<file path="config.mk">
export PLATFORM = sky130hd
export DESIGN_NAME = radio_listen_before_talk_mac_flat
export DESIGN_NICKNAME = d
export VERILOG_FILES = /design/src/lbt_pkg.sv /design/src/lbt_if.sv /design/src/lbt_seq.sv /design/src/lbt_out_buf.sv /design/src/radio_listen_before_talk_mac.sv /design/src/flat_wrapper.sv
export SDC_FILE = /design/constraint.sdc
export NUM_CORES = 1
export LEC_CHECK = 0
export BUFFER_PORTS_ARGS = -buffer_cell sky130_fd_sc_hd__buf_2
export CORE_ASPECT_RATIO = 2
export CORE_UTILIZATION = 65
export DETAILED_ROUTE_END_ITERATION = 10
export GPL_TIMING_DRIVEN = 0
export PLACE_DENSITY = 0.88
export SLEW_MARGIN = 30
export SYNTH_ARGS = -nofsm -noshare
export SYNTH_HDL_FRONTEND = slang
export SYNTH_SLANG_ARGS = --single-unit
</file>
<file path="constraint.sdc">
create_clock -name clk -period 4.28 [get_ports clk]
set_input_delay 0.856 -clock clk [delete_from_list [all_inputs] [get_ports clk]]
set_output_delay 0.856 -clock clk [all_outputs]
set_load 0.01 [all_outputs]
</file>
<file path="src/lbt_pkg.sv">
// Package: shared types, codes and helpers for the listen-before-talk radio MAC.
package lbt_pkg;

    localparam int COUNT_WIDTH   = 16;
    localparam int DELAY_WIDTH   = 16;
    localparam int SECOND_OFFSET = 25;

    typedef enum logic [1:0] {
        KIND_START   = 2'd0,
        KIND_LOOP    = 2'd1,
        KIND_DONE    = 2'd2,
        KIND_TIMEOUT = 2'd3
    } kind_t;

    typedef enum logic [1:0] {
        CMD_NONE     = 2'd0,
        CMD_DETECT   = 2'd1,
        CMD_RECEIVE  = 2'd2,
        CMD_TRANSMIT = 2'd3
    } cmd_t;

    typedef enum logic [2:0] {
        CODE_STANDBY   = 3'd0,
        CODE_CADWAIT   = 3'd1,
        CODE_CADDONE   = 3'd2,
        CODE_TXWAIT    = 3'd3,
        CODE_TXDONE    = 3'd4,
        CODE_RXWAIT    = 3'd5,
        CODE_RXDONE    = 3'd6,
        CODE_RXTIMEOUT = 3'd7
    } state_code_t;

    typedef enum logic [7:0] {
        ST_STANDBY   = 8'b0000_0001,
        ST_CADWAIT   = 8'b0000_0010,
        ST_CADDONE   = 8'b0000_0100,
        ST_TXWAIT    = 8'b0000_1000,
        ST_TXDONE    = 8'b0001_0000,
        ST_RXWAIT    = 8'b0010_0000,
        ST_RXDONE    = 8'b0100_0000,
        ST_RXTIMEOUT = 8'b1000_0000
    } mac_state_t;

    typedef logic [COUNT_WIDTH-1:0] count_t;

    typedef struct packed {
        kind_t kind;
        logic  queue_nonempty;
        logic  head_important;
        logic  tick_20ms;
    } item_t;

    typedef struct packed {
        cmd_t        radio_command;
        logic        pop_packet;
        logic        deliver_message;
        logic        announce_first;
        logic        announce_second;
        state_code_t radio_state;
    } result_t;

    function automatic state_code_t state_code(input mac_state_t st);
        state_code_t code;
        unique case (st)
            ST_STANDBY:   code = CODE_STANDBY;
            ST_CADWAIT:   code = CODE_CADWAIT;
            ST_CADDONE:   code = CODE_CADDONE;
            ST_TXWAIT:    code = CODE_TXWAIT;
            ST_TXDONE:    code = CODE_TXDONE;
            ST_RXWAIT:    code = CODE_RXWAIT;
            ST_RXDONE:    code = CODE_RXDONE;
            ST_RXTIMEOUT: code = CODE_RXTIMEOUT;
            default:      code = CODE_STANDBY;
        endcase
        return code;
    endfunction

endpackage

</file>
<file path="src/lbt_if.sv">
// Interfaces: event channel and result channel with valid/ready handshake.
interface lbt_in_if;
    logic                valid;
    logic                ready;
    logic [1:0]          kind;
    logic                queue_nonempty;
    logic                head_important;
    logic                tick_20ms;

    modport source (output valid, kind, queue_nonempty, head_important, tick_20ms,
                    input ready);
    modport sink (input valid, kind, queue_nonempty, head_important, tick_20ms,
                  output ready);
endinterface

interface lbt_out_if;
    logic       valid;
    logic       ready;
    logic [1:0] radio_command;
    logic       pop_packet;
    logic       deliver_message;
    logic       announce_first;
    logic       announce_second;
    logic [2:0] radio_state;

    modport source (output valid, radio_command, pop_packet, deliver_message,
                    announce_first, announce_second, radio_state,
                    input ready);
    modport sink (input valid, radio_command, pop_packet, deliver_message,
                  announce_first, announce_second, radio_state,
                  output ready);
endinterface

</file>
<file path="src/lbt_seq.sv">
// Sequencer: MAC state, flags, announce countdowns and per-event result logic.
module lbt_seq (
    input  logic                              clk,
    input  logic                              rst_n,
    input  logic                              cfg_wr_en,
    input  logic [lbt_pkg::DELAY_WIDTH-1:0]   cfg_wr_data,
    input  logic                              accept,
    input  lbt_pkg::item_t                    item,
    output lbt_pkg::result_t                  result
);
    import lbt_pkg::*;

    localparam int SUM_WIDTH = COUNT_WIDTH + DELAY_WIDTH;

    logic [DELAY_WIDTH-1:0] delay_reg;
    mac_state_t             state_reg, state_next;
    logic                   awaiting_reg, awaiting_next;
    logic                   busy_reg, busy_next;
    count_t                 first_reg, first_next;
    count_t                 second_reg, second_next;

    logic [SUM_WIDTH-1:0]   delay_ext;
    logic [SUM_WIDTH-1:0]   second_load;
    cmd_t                   cmd;
    logic                   pop, deliver, ann1, ann2;

    assign delay_ext   = {{COUNT_WIDTH{1'b0}}, delay_reg};
    assign second_load = delay_ext + SUM_WIDTH'(SECOND_OFFSET);

    always_comb
    begin
        state_next    = state_reg;
        awaiting_next = awaiting_reg;
        busy_next     = busy_reg;
        first_next    = first_reg;
        second_next   = second_reg;
        cmd           = CMD_NONE;
        pop           = 1'b0;
        deliver       = 1'b0;
        ann1          = 1'b0;
        ann2          = 1'b0;
        unique case (item.kind)
            KIND_START:
            begin
                first_next  = delay_ext[COUNT_WIDTH-1:0];
                second_next = second_load[COUNT_WIDTH-1:0];
            end
            KIND_LOOP:
            begin
                unique case (state_reg)
                    ST_STANDBY:
                    begin
                        if (!awaiting_reg && item.queue_nonempty)
                        begin
                            state_next = ST_CADWAIT;
                            cmd        = CMD_DETECT;
                        end
                        else
                        begin
                            state_next = ST_RXWAIT;
                            cmd        = CMD_RECEIVE;
                        end
                    end
                    ST_CADDONE:
                    begin
                        if (!busy_reg)
                        begin
                            pop        = 1'b1;
                            cmd        = CMD_TRANSMIT;
                            state_next = ST_TXWAIT;
                            if (item.head_important)
                            begin
                                awaiting_next = 1'b1;
                            end
                        end
                        else
                        begin
                            busy_next  = 1'b0;
                            cmd        = CMD_DETECT;
                            state_next = ST_CADWAIT;
                        end
                    end
                    ST_TXDONE:
                    begin
                        state_next = ST_STANDBY;
                    end
                    ST_RXDONE:
                    begin
                        deliver       = 1'b1;
                        state_next    = ST_STANDBY;
                        awaiting_next = 1'b0;
                    end
                    ST_RXTIMEOUT:
                    begin
                        state_next    = ST_STANDBY;
                        awaiting_next = 1'b0;
                    end
                    default:
                    begin
                        state_next = state_reg;
                    end
                endcase
                if (item.tick_20ms)
                begin
                    if (first_reg != '0)
                    begin
                        first_next = first_reg - 1'b1;
                        ann1       = (first_reg == count_t'(1));
                    end
                    if (second_reg != '0)
                    begin
                        second_next = second_reg - 1'b1;
                        ann2        = (second_reg == count_t'(1));
                    end
                end
            end
            KIND_DONE:
            begin
                priority if (state_reg == ST_RXWAIT)
                begin
                    state_next = ST_RXDONE;
                end
                else if (state_reg == ST_TXWAIT)
                begin
                    state_next = ST_TXDONE;
                end
                else if (state_reg == ST_CADWAIT)
                begin
                    state_next = ST_CADDONE;
                end
                else
                begin
                    state_next = state_reg;
                end
            end
            KIND_TIMEOUT:
            begin
                priority if (state_reg == ST_RXWAIT)
                begin
                    state_next = ST_RXTIMEOUT;
                end
                else if (state_reg == ST_CADWAIT)
                begin
                    state_next = ST_CADDONE;
                    busy_next  = 1'b1;
                end
                else if (state_reg == ST_CADDONE)
                begin
                    busy_next = 1'b1;
                end
                else
                begin
                    state_next = state_reg;
                end
            end
            default:
            begin
                state_next = state_reg;
            end
        endcase
    end

    always_comb
    begin
        result.radio_command   = cmd;
        result.pop_packet      = pop;
        result.deliver_message = deliver;
        result.announce_first  = ann1;
        result.announce_second = ann2;
        result.radio_state     = state_code(state_next);
    end

    always_ff @(posedge clk or negedge rst_n)
    begin
        if (!rst_n)
        begin
            delay_reg    <= '0;
            state_reg    <= ST_STANDBY;
            awaiting_reg <= 1'b0;
            busy_reg     <= 1'b0;
            first_reg    <= '0;
            second_reg   <= '0;
        end
        else
        begin
            if (cfg_wr_en)
            begin
                delay_reg <= cfg_wr_data;
            end
            if (accept)
            begin
                state_reg    <= state_next;
                awaiting_reg <= awaiting_next;
                busy_reg     <= busy_next;
                first_reg    <= first_next;
                second_reg   <= second_next;
            end
        end
    end

endmodule

</file>
<file path="src/lbt_out_buf.sv">
// Output stage: result register plus skid register toward the result channel.
module lbt_out_buf (
    input  logic             clk,
    input  logic             rst_n,
    input  logic             push,
    input  lbt_pkg::result_t push_data,
    output logic             push_ready,
    lbt_out_if.source        out_ch
);
    import lbt_pkg::*;

    logic    out_valid_reg, out_valid_next;
    result_t out_data_reg, out_data_next;
    logic    skid_valid_reg, skid_valid_next;
    result_t skid_data_reg, skid_data_next;
    logic    drain;

    assign push_ready = !skid_valid_reg;
    assign drain      = out_valid_reg && out_ch.ready;

    always_comb
    begin
        out_valid_next  = out_valid_reg;
        out_data_next   = out_data_reg;
        skid_valid_next = skid_valid_reg;
        skid_data_next  = skid_data_reg;
        priority if (skid_valid_reg)
        begin
            if (drain)
            begin
                out_data_next   = skid_data_reg;
                skid_valid_next = 1'b0;
            end
        end
        else if (push && (!out_valid_reg || drain))
        begin
            out_valid_next = 1'b1;
            out_data_next  = push_data;
        end
        else if (push)
        begin
            skid_valid_next = 1'b1;
            skid_data_next  = push_data;
        end
        else if (drain)
        begin
            out_valid_next = 1'b0;
        end
    end

    always_ff @(posedge clk or negedge rst_n)
    begin
        if (!rst_n)
        begin
            out_valid_reg  <= 1'b0;
            skid_valid_reg <= 1'b0;
        end
        else
        begin
            out_valid_reg  <= out_valid_next;
            skid_valid_reg <= skid_valid_next;
        end
    end

    always_ff @(posedge clk)
    begin
        out_data_reg  <= out_data_next;
        skid_data_reg <= skid_data_next;
    end

    assign out_ch.valid           = out_valid_reg;
    assign out_ch.radio_command   = 2'(out_data_reg.radio_command);
    assign out_ch.pop_packet      = out_data_reg.pop_packet;
    assign out_ch.deliver_message = out_data_reg.deliver_message;
    assign out_ch.announce_first  = out_data_reg.announce_first;
    assign out_ch.announce_second = out_data_reg.announce_second;
    assign out_ch.radio_state     = 3'(out_data_reg.radio_state);

endmodule

</file>
<file path="src/radio_listen_before_talk_mac.sv">
// Top level: listen-before-talk radio MAC sequencer.
// Each event (start, loop pass, done interrupt, timeout/detect interrupt)
// yields exactly one result transaction; events may arrive back to back,
// one per clock, while the event channel is ready. The state update and
// result logic sit between the event handshake and a result register, so
// a result is registered before it appears on the result channel. A skid
// register keeps the event channel ready for one more event while a result
// waits; the event channel drops ready only when both result slots are full.
// The announce_delay register is written through cfg_wr_en/cfg_wr_data and
// takes effect at the next start event, which loads the first countdown with
// it and the second with it plus 25 ticks.
module radio_listen_before_talk_mac (
    input  logic                            clk,
    input  logic                            rst_n,
    input  logic                            cfg_wr_en,
    input  logic [lbt_pkg::DELAY_WIDTH-1:0] cfg_wr_data,
    lbt_in_if.sink                          in_ch,
    lbt_out_if.source                       out_ch
);
    import lbt_pkg::*;

    logic    accept;
    logic    buf_ready;
    item_t   item;
    result_t result;

    assign in_ch.ready = buf_ready;
    assign accept      = in_ch.valid && buf_ready;

    always_comb
    begin
        item.kind           = kind_t'(in_ch.kind);
        item.queue_nonempty = in_ch.queue_nonempty;
        item.head_important = in_ch.head_important;
        item.tick_20ms      = in_ch.tick_20ms;
    end

    lbt_seq u_seq (
        .clk         (clk),
        .rst_n       (rst_n),
        .cfg_wr_en   (cfg_wr_en),
        .cfg_wr_data (cfg_wr_data),
        .accept      (accept),
        .item        (item),
        .result      (result)
    );

    lbt_out_buf u_out_buf (
        .clk        (clk),
        .rst_n      (rst_n),
        .push       (accept),
        .push_data  (result),
        .push_ready (buf_ready),
        .out_ch     (out_ch)
    );

endmodule

</file>
<file path="src/flat_wrapper.sv">
// flat-port wrapper written by rule: the top's interface ports become plain ports
module radio_listen_before_talk_mac_flat import lbt_pkg::*;
  (clk, rst_n, cfg_wr_en, cfg_wr_data, in_ch_valid, in_ch_kind, in_ch_queue_nonempty, in_ch_head_important, in_ch_tick_20ms, in_ch_ready, out_ch_valid, out_ch_radio_command, out_ch_pop_packet, out_ch_deliver_message, out_ch_announce_first, out_ch_announce_second, out_ch_radio_state, out_ch_ready);
  lbt_in_if in_ch_i ();
  lbt_out_if out_ch_i ();
  input  logic clk;
  input  logic rst_n;
  input  logic cfg_wr_en;
  input  logic [lbt_pkg::DELAY_WIDTH-1:0] cfg_wr_data;
  input wire logic [$bits(in_ch_i.valid)-1:0] in_ch_valid;
  input wire logic [$bits(in_ch_i.kind)-1:0] in_ch_kind;
  input wire logic [$bits(in_ch_i.queue_nonempty)-1:0] in_ch_queue_nonempty;
  input wire logic [$bits(in_ch_i.head_important)-1:0] in_ch_head_important;
  input wire logic [$bits(in_ch_i.tick_20ms)-1:0] in_ch_tick_20ms;
  output wire logic [$bits(in_ch_i.ready)-1:0] in_ch_ready;
  output wire logic [$bits(out_ch_i.valid)-1:0] out_ch_valid;
  output wire logic [$bits(out_ch_i.radio_command)-1:0] out_ch_radio_command;
  output wire logic [$bits(out_ch_i.pop_packet)-1:0] out_ch_pop_packet;
  output wire logic [$bits(out_ch_i.deliver_message)-1:0] out_ch_deliver_message;
  output wire logic [$bits(out_ch_i.announce_first)-1:0] out_ch_announce_first;
  output wire logic [$bits(out_ch_i.announce_second)-1:0] out_ch_announce_second;
  output wire logic [$bits(out_ch_i.radio_state)-1:0] out_ch_radio_state;
  input wire logic [$bits(out_ch_i.ready)-1:0] out_ch_ready;
  assign in_ch_i.valid = in_ch_valid;
  assign in_ch_i.kind = in_ch_kind;
  assign in_ch_i.queue_nonempty = in_ch_queue_nonempty;
  assign in_ch_i.head_important = in_ch_head_important;
  assign in_ch_i.tick_20ms = in_ch_tick_20ms;
  assign in_ch_ready = in_ch_i.ready;
  assign out_ch_valid = out_ch_i.valid;
  assign out_ch_radio_command = out_ch_i.radio_command;
  assign out_ch_pop_packet = out_ch_i.pop_packet;
  assign out_ch_deliver_message = out_ch_i.deliver_message;
  assign out_ch_announce_first = out_ch_i.announce_first;
  assign out_ch_announce_second = out_ch_i.announce_second;
  assign out_ch_radio_state = out_ch_i.radio_state;
  assign out_ch_i.ready = out_ch_ready;
  radio_listen_before_talk_mac u_core (.clk(clk), .rst_n(rst_n), .cfg_wr_en(cfg_wr_en), .cfg_wr_data(cfg_wr_data), .in_ch(in_ch_i), .out_ch(out_ch_i));
endmodule
</file>
==> impl_metrics.yaml <==
cts:
  cts_resized: 0
  post_cts_buffers: 0
  htree_levels: 3
  cts_buffers: 9
  clk_pin_slew_ps: 60
  insertion_delay_ps: 340
  cts_hold_buf: 0
  cts.sinks: 78
  cts-root-buf: "clkbuf_16"
  cts_tree: "yes"
  clock_path_buffers: 2
detailed_routing:
  antenna_left: 0
  first_pass_iters: 5
  route.detailed.drc: 0
  drt_iter0_drc: 437
  wl_per_cell_um: 20.34
  wl_mm: 13.06
  via_per_inst: 6.777
  route.vias.total: 4351
critical_path:
  path_buf_inv: 2
  path_delay_family: "compound AO/OA/AOI/OAI gates"
  cpPeakStageDelay_ps: 440
  worst_setup_path_start_kind: "input port"
  critPathArrivalTime_ps: 2970
  critPathSlowestCell: "o41ai_2"
  required_ps: 4390
  end_kind: "register"
  crit_fanout: 10
  crit_path_start: "in_ch_kind[1]"
  worstSetupPathType: "input port to register"
  r2r_start: "u_core.u_seq.state_reg[3]"
  crit_path_cell_trace: "buf_2 -> clkbuf_1 -> nor3b_1 -> nand4_1 -> o211a_1 -> a2111oi_0 -> nor3_1 -> o41ai_2"
sta:
  rsz0062_at_grt: "false"
  setup_violations: 0
  drv_slew: 0
  finClkSkew_ps: 6.740
  tightestPinTransition_ps: 887.1
  slew-limit-headroom: 0.4040
  holdWs_ps: 511.9
  hold_viol: 0
  min_period_ps: 2859
  max_freq_ghz: 0.3498
  tns_ps: 0
  finalCritPeriodShare: 0.6679
floorplan:
  core_um2: 6940
  num_io_pins: 37
  initial_utilization: 0.6723
  num_rows: 43
  fp.dieH_um: 121.8
  die_area_um2: 7542
  die_width_um: 61.91
global_route:
  grt_overflow_total: 0
  grt_antenna_before_repair: 0
  grt_max_degree: 61
  grt_pass1_vias: 4454
  grt_pass1_wl_mm: 21.31
  grt_util_all_layers: 0.3974
placement:
  dpl.hpwl_mm: 9.575
  gp_congestion: 0.9980
  port-buffer-count: 34
cells_and_area:
  drive_gt1_frac: 0.1703
  layout.nets: 579
  antenna-diode-count: 0
  syn_to_final_growth_pct: 11.72
logic_synthesis:
  ys_ff_latch: 78
  yosysWarnings: 0
  synth_cells: 503
  synthFlopType: "dfrtp_1"
  synth_area_um2: 4666
  ys_types: 73
  async_flop_share: 0.7692
  synth_seq_area_share: 0.4379
  syn_area_per_cell_um2: 9.276
  synth-edff-count: 18
  synth_nets: 534
flow_run:
  maxCapViolCount: 0
run_status:
  outcome: "finished clean"
pwr:
  peakVddDrop_mv: 0.3941
  p_leak_nw: 2.051
  power_density_nw_per_um2: 661.5
min_path:
  min_path_type: "register to register"
  min-delay-start: "u_core.u_seq.second_reg[10]"
logic make-up (layout without fill, tap and decap cells):
logic type               Yosys count  count (layout)  share of synthesized area
buffers and inverters             45              94                    0.04129
flip-flops                        78              78                     0.4379
multiplexers                      20              20                    0.04827
XOR/XNOR                          18              18                    0.03379
AND/OR/NAND/NOR                  186             186                     0.2121
adder cells (fa/ha/maj)            5               5                    0.01341
AO/OA/AOI/OAI                    151             151                     0.2132
stage by stage:
stage	setup WS [ps]	area, um^2	total power, W	cells	util
final	1421	5213	0.003448	642	0.7510
after CTS	1549	5206	0.003406	642	0.7501
after detailed placement	1277	4951	0.002724	627	0.7134
after floorplan	1642	4666	0.002321	503	-
after global routing	1250	5213	0.003691	642	0.7510
after global placement	1332	4949	0.002665	627	0.7130
placed cells by master, fill, tap and decap left out, types with 3 or more instances in the layout:
master     count
edfxtp_1      18
nand2b_1       6
nor3_1        18
buf_1          3
a31oi_1        7
o21ai_0       40
mux2_2        20
xnor2_1        9
nor3b_1        6
ha_1           5
clkinv_1       3
nand4_1        7
o211ai_1       3
clkbuf_16      9
nor2_1        37
a22oi_1        4
buf_2         40
nand2_1       49
o21ai_1        4
o31ai_1        7
nand3_1       20
or4_1          5
inv_1         12
and3_1         3
o22a_1         5
clkbuf_1      19
nor4_1        10
buf_4          3
a21oi_1       44
nor2b_1        5
dfrtp_1       59
xor2_1         9
clkinv_2       3
synthesized netlist by cell type (all sizes together), types with 4 or more instances:
| master | number | area share |
|---|---|---|
| o211ai | 4 | 0.0075 |
| or4 | 6 | 0.010 |
| a21oi | 44 | 0.047 |
| nor2 | 37 | 0.030 |
| edfxtp | 18 | 0.12 |
| a22oi | 4 | 0.0064 |
| dfrtp | 59 | 0.32 |
| nor3b | 7 | 0.014 |
| o31ai | 7 | 0.011 |
| inv | 12 | 0.0097 |
| xnor2 | 9 | 0.017 |
| clkbuf | 19 | 0.015 |
| nand4 | 7 | 0.0094 |
| a31oi | 9 | 0.017 |
| ha | 5 | 0.013 |
| xor2 | 9 | 0.017 |
| mux2 | 20 | 0.048 |
| nand2 | 50 | 0.041 |
| nor2b | 5 | 0.0067 |
| o21ai | 44 | 0.047 |
| nor4 | 12 | 0.019 |
| o22a | 5 | 0.0094 |
| nand2b | 6 | 0.0080 |
| buf | 13 | 0.016 |
| nor3 | 20 | 0.026 |
| nand3 | 22 | 0.026 |
tightest hold or removal path, cell delays in order, from the launching register on:
cell,delay (ps)
dfrtp_1,340
o21ai_0,70
o21ai_0,60
routing by layer:
layer / vias up / share of wire / wire [um] / GRT usage
met2: 255 / 0.54 / 7081 / 0.6673
met5: - / 0 / 0 / 0
li1: 1961 / - / - / -
met1: 2048 / 0.32 / 4193 / 0.3810
met4: 0 / 0.075 / 973 / 0.3153
met3: 87 / 0.062 / 808 / 0.1115
final cells by class:
class,instances,area (um^2)
sequential,78,2043
fill,519,1728
inverter,13,48.80
timing repair buffer,34,172.7
tap,90,112.6
clock inverter,6,30.03
buffer,32,143.9
clock buffer,9,225.2
multi-input combinational,380,2436
path summary, 6_finish.rpt:
check / endpoint / slack, ps / cells past startpoint
min in group asynchronous: u_core.u_seq.state_reg[2] / 570 / 1
min reg2reg: u_core.u_seq.second_reg[10] / 510 / 2
max: u_core.u_out_buf.out_ch.radio_state[1] / 1420 / 8
max in group asynchronous: u_core.u_seq.delay_reg[0] / 3160 / 1
min: u_core.u_seq.second_reg[10] / 510 / 2
max reg2reg: u_core.u_out_buf.out_ch.radio_state[1] / 1570 / 7
power breakdown:
group	internal, W	total, W	switching [W]
sequential	0.00107	0.00135	0.000281
combinational	0.000543	0.00143	0.000889
clock	0.000381	0.000669	0.000287
total	0.00199	0.00345	0.00146
Note: power is estimated with default switching activity, not from simulation.
